## config.mk

```make
export PLATFORM = sky130hd
export DESIGN_NAME = bkr_ram
export DESIGN_NICKNAME = d
export VERILOG_FILES = /design/src/sv/bkr_ram.sv
export SDC_FILE = /design/constraint.sdc
export NUM_CORES = 1
export LEC_CHECK = 0
export BUFFER_PORTS_ARGS = -buffer_cell sky130_fd_sc_hd__buf_2
export CAP_MARGIN = 10
export CORE_UTILIZATION = 40
export DETAILED_ROUTE_END_ITERATION = 10
export PLACE_DENSITY = 0.64
export SLEW_MARGIN = 20
export SYNTH_ARGS = -nofsm -noshare
export SYNTH_HDL_FRONTEND = slang
export SYNTH_SLANG_ARGS = --single-unit
```

## constraint.sdc

```tcl
create_clock -name clk -period 1.95 [get_ports clk]
set_clock_uncertainty 0.1 [all_clocks]
set_input_delay 0.39 -clock clk [delete_from_list [all_inputs] [get_ports clk]]
set_output_delay 0.39 -clock clk [all_outputs]
set_load 0.05 [all_outputs]
```

## src/sv/bkr_ram.sv

```systemverilog
// Generic simple dual-port RAM with one write port and one registered read port.
// No dependencies.
module bkr_ram #(
    parameter int WIDTH = 8,
    parameter int DEPTH = 16
) (
    input  logic                     clk,
    input  logic                     wr_en,
    input  logic [$clog2(DEPTH)-1:0] wr_addr,
    input  logic [WIDTH-1:0]         wr_data,
    input  logic                     rd_en,
    input  logic [$clog2(DEPTH)-1:0] rd_addr,
    output logic [WIDTH-1:0]         rd_data
);

    logic [WIDTH-1:0] mem [DEPTH];

    always_ff @(posedge clk)
    begin
        if (wr_en)
        begin
            mem[wr_addr] <= wr_data;
        end
        if (rd_en)
        begin
            rd_data <= mem[rd_addr];
        end
    end

endmodule

```

==> metrics.txt <==
R2R setup slack 0.38 ns; Setup Buffers After CTS 0; Data arrival, critical path 1.70 ns; # clock sinks 136; outcome finished clean; most frequent cells in the layout edfxtp_1, buf_2, buf_4; antenna diode count 0; CTS Buf Count 17; Distinct cells, synth 18; Starting DRT DRC Count 214; Worst path slowest cell mux4_2; Worst Reg-to-Reg Cells 3; Reg2Reg Launch Point mem[0][5]; vias per inst 5.13; post-cts resize count 0; RSZ-0062 raised after global routing no; synthesized instance count 229; Fin. Hold Viols 0; post-route ant nets 0; Max Root-Sink Buffers 2; Initial Utilization 0.413; worst stage delay on the critical path 0.50 ns; pin count of the biggest net entering global routing 22; Crit Reg-Reg Endpoint rd_data[5]; initial antenna violation count 0; Mapped Nets 248; crit path capture type flip-flop; WS Path Type input pin to flip-flop; Seq/Total Area, Yosys 0.781; Final Max Tran Viols 0; max capacitance violation total 0; PD cells 1050 nW/um2; GR Overflow Total 0; CTS root buffer clkbuf_16; final WL 10.1 mm; die extent in y 116 um; Period minus WS final 1.65 ns; die width 116 um; synthesized area 5230 um2; PortBufs 26; Hold/Removal Path Class input pin to flip-flop; Finished Cell Area 6300 um2; worst-path cell chain buf_2 -> buf_12 -> buf_4 -> mux4_2 -> a22oi_1 -> nand2_1; fin crit share 0.847; # rows 41; Max Clock Freq 606 MHz; post-synth top area share 0.781; Hold Crit Depth 1; Critical Path Source Type input pin; worst-path maximum fanout 21; hold buffers post-CTS 0; routed len/inst 21.0 um; Worst slew margin 0.507; Post-route DRC 0; final setup fails 0; number of synthesized register bits 136; Max IR drop VDD 0.592 mV; DIE AREA 13,500 um2; Layout area overhead 20.6%; leakage 2.13 nW; hold path start rd_en; vias in the first global route 2,578; I/O Pins 27; dpl hpwl 6.54 mm; core area 12,700 um2; H-tree levels 4; WHS Endpoint rd_data[6]; GP Congestion 0.690; fin util 0.497; critical path required time 2.00 ns; GRT Util Overall 0.168; Final nets 312; CTS tree yes; routed via count 2,450; top cells by area, synth edfxtp_1, mux4_2, mux4_1, a22oi_1, nor2_1; slew at the pin closest to its max-slew limit 0.736 ns; Yosys top cell by area edfxtp_1; DR pass1 iterations 5; latest clock arrival within the worst-skew pair 0.41 ns; commonest non-fill, non-tap cell in the layout edfxtp_1; CP Launch Point rd_addr[0]; Total Neg Setup Slack 0 ns; Avg Cell Area, Syn 22.8 um2; layout cell share with drive strength beyond 1 0.343; first-pass GRT wire length 15.2 mm; fillcell total 1,028; dpl cell area 5750 um2; Warnings, synthesis 0; Worst-path clk slew 0.06 ns
kinds of logic after synthesis:
logic type      after synthesis  share of synthesized area
simple gates                 35                     0.0314
flops                       136                      0.781
compound gates               16                     0.0230
mux                          32                      0.148
buf+inv                      10                     0.0165
sequential cells by signal, summed over array words and instances, names as in the netlist:
name,cells
mem,128
rd_data,8
routing by layer:
layer,up-vias,track usage,share of wire
li1,1110,-,-
met1,1255,0.220,0.43
met2,72,0.267,0.50
met3,13,0.0441,0.051
met4,0,0.0709,0.017
met5,-,0,0
worst max path at each step:
stage                      end  slack (ns)  cells after the start
floorplan           rd_data[1]        0.18                      5
global placement    rd_data[3]       -0.16                      6
detailed placement  rd_data[3]       -0.14                      6
CTS                 rd_data[3]        0.29                      6
global route        rd_data[3]        0.22                      6
finish              rd_data[3]        0.30                      6
area by class of cell:
| cell class | count | area (um2) | share of cell area |
|---|---|---|---|
| clock inverter | 14 | 128 | 0.0202 |
| timing repair buffer | 55 | 385 | 0.0611 |
| tap | 172 | 215 | 0.0341 |
| multi-input combinational | 83 | 1060 | 0.169 |
| sequential | 136 | 4080 | 0.648 |
| clock buffer | 18 | 429 | 0.0681 |
power breakdown:
group / leakage [nW] / internal [W] / switching (W) / total [W]
sequential: 1.24 / 0.00329 / 0.0000158 / 0.00331
clock: 0.252 / 0.00175 / 0.00117 / 0.00292
combinational: 0.638 / 0.000143 / 0.000224 / 0.000367
through the flow:
step                hold WS [ns]  power, W  setup slack (ns)  instances
finish                     0.264   0.00660             0.299        478
global route               0.243   0.00680             0.217        478
CTS                        0.240   0.00666             0.291        478
detailed placement         0.648   0.00374            -0.143        446
global placement           0.628   0.00373            -0.159        446
floorplan                  0.389   0.00358             0.178        229
Yosys cell counts:
| master | count |
|---|---|
| or3b_2 | 1 |
| nand3b_1 | 2 |
| clkdlybuf4s25_2 | 3 |
| nor2_1 | 13 |
| nor2b_1 | 1 |
| nor3_1 | 4 |
| and2b_1 | 1 |
| edfxtp_1 | 136 |
| mux4_2 | 18 |
| buf_6 | 3 |
| nand2b_1 | 2 |
| buf_2 | 3 |
| buf_4 | 1 |
| and2_1 | 1 |
| nand3_1 | 1 |
| a22oi_1 | 16 |
| nand2_1 | 9 |
| mux4_1 | 14 |
critical path: cells and delay by family:
family                 cells  cell delay, ns
buffers and inverters      3            0.48
multiplexers               1            0.50
AO/OA/AOI/OAI              1            0.24
AND/OR/NAND/NOR            1            0.08
Note: power is estimated with default switching activity, not from simulation.
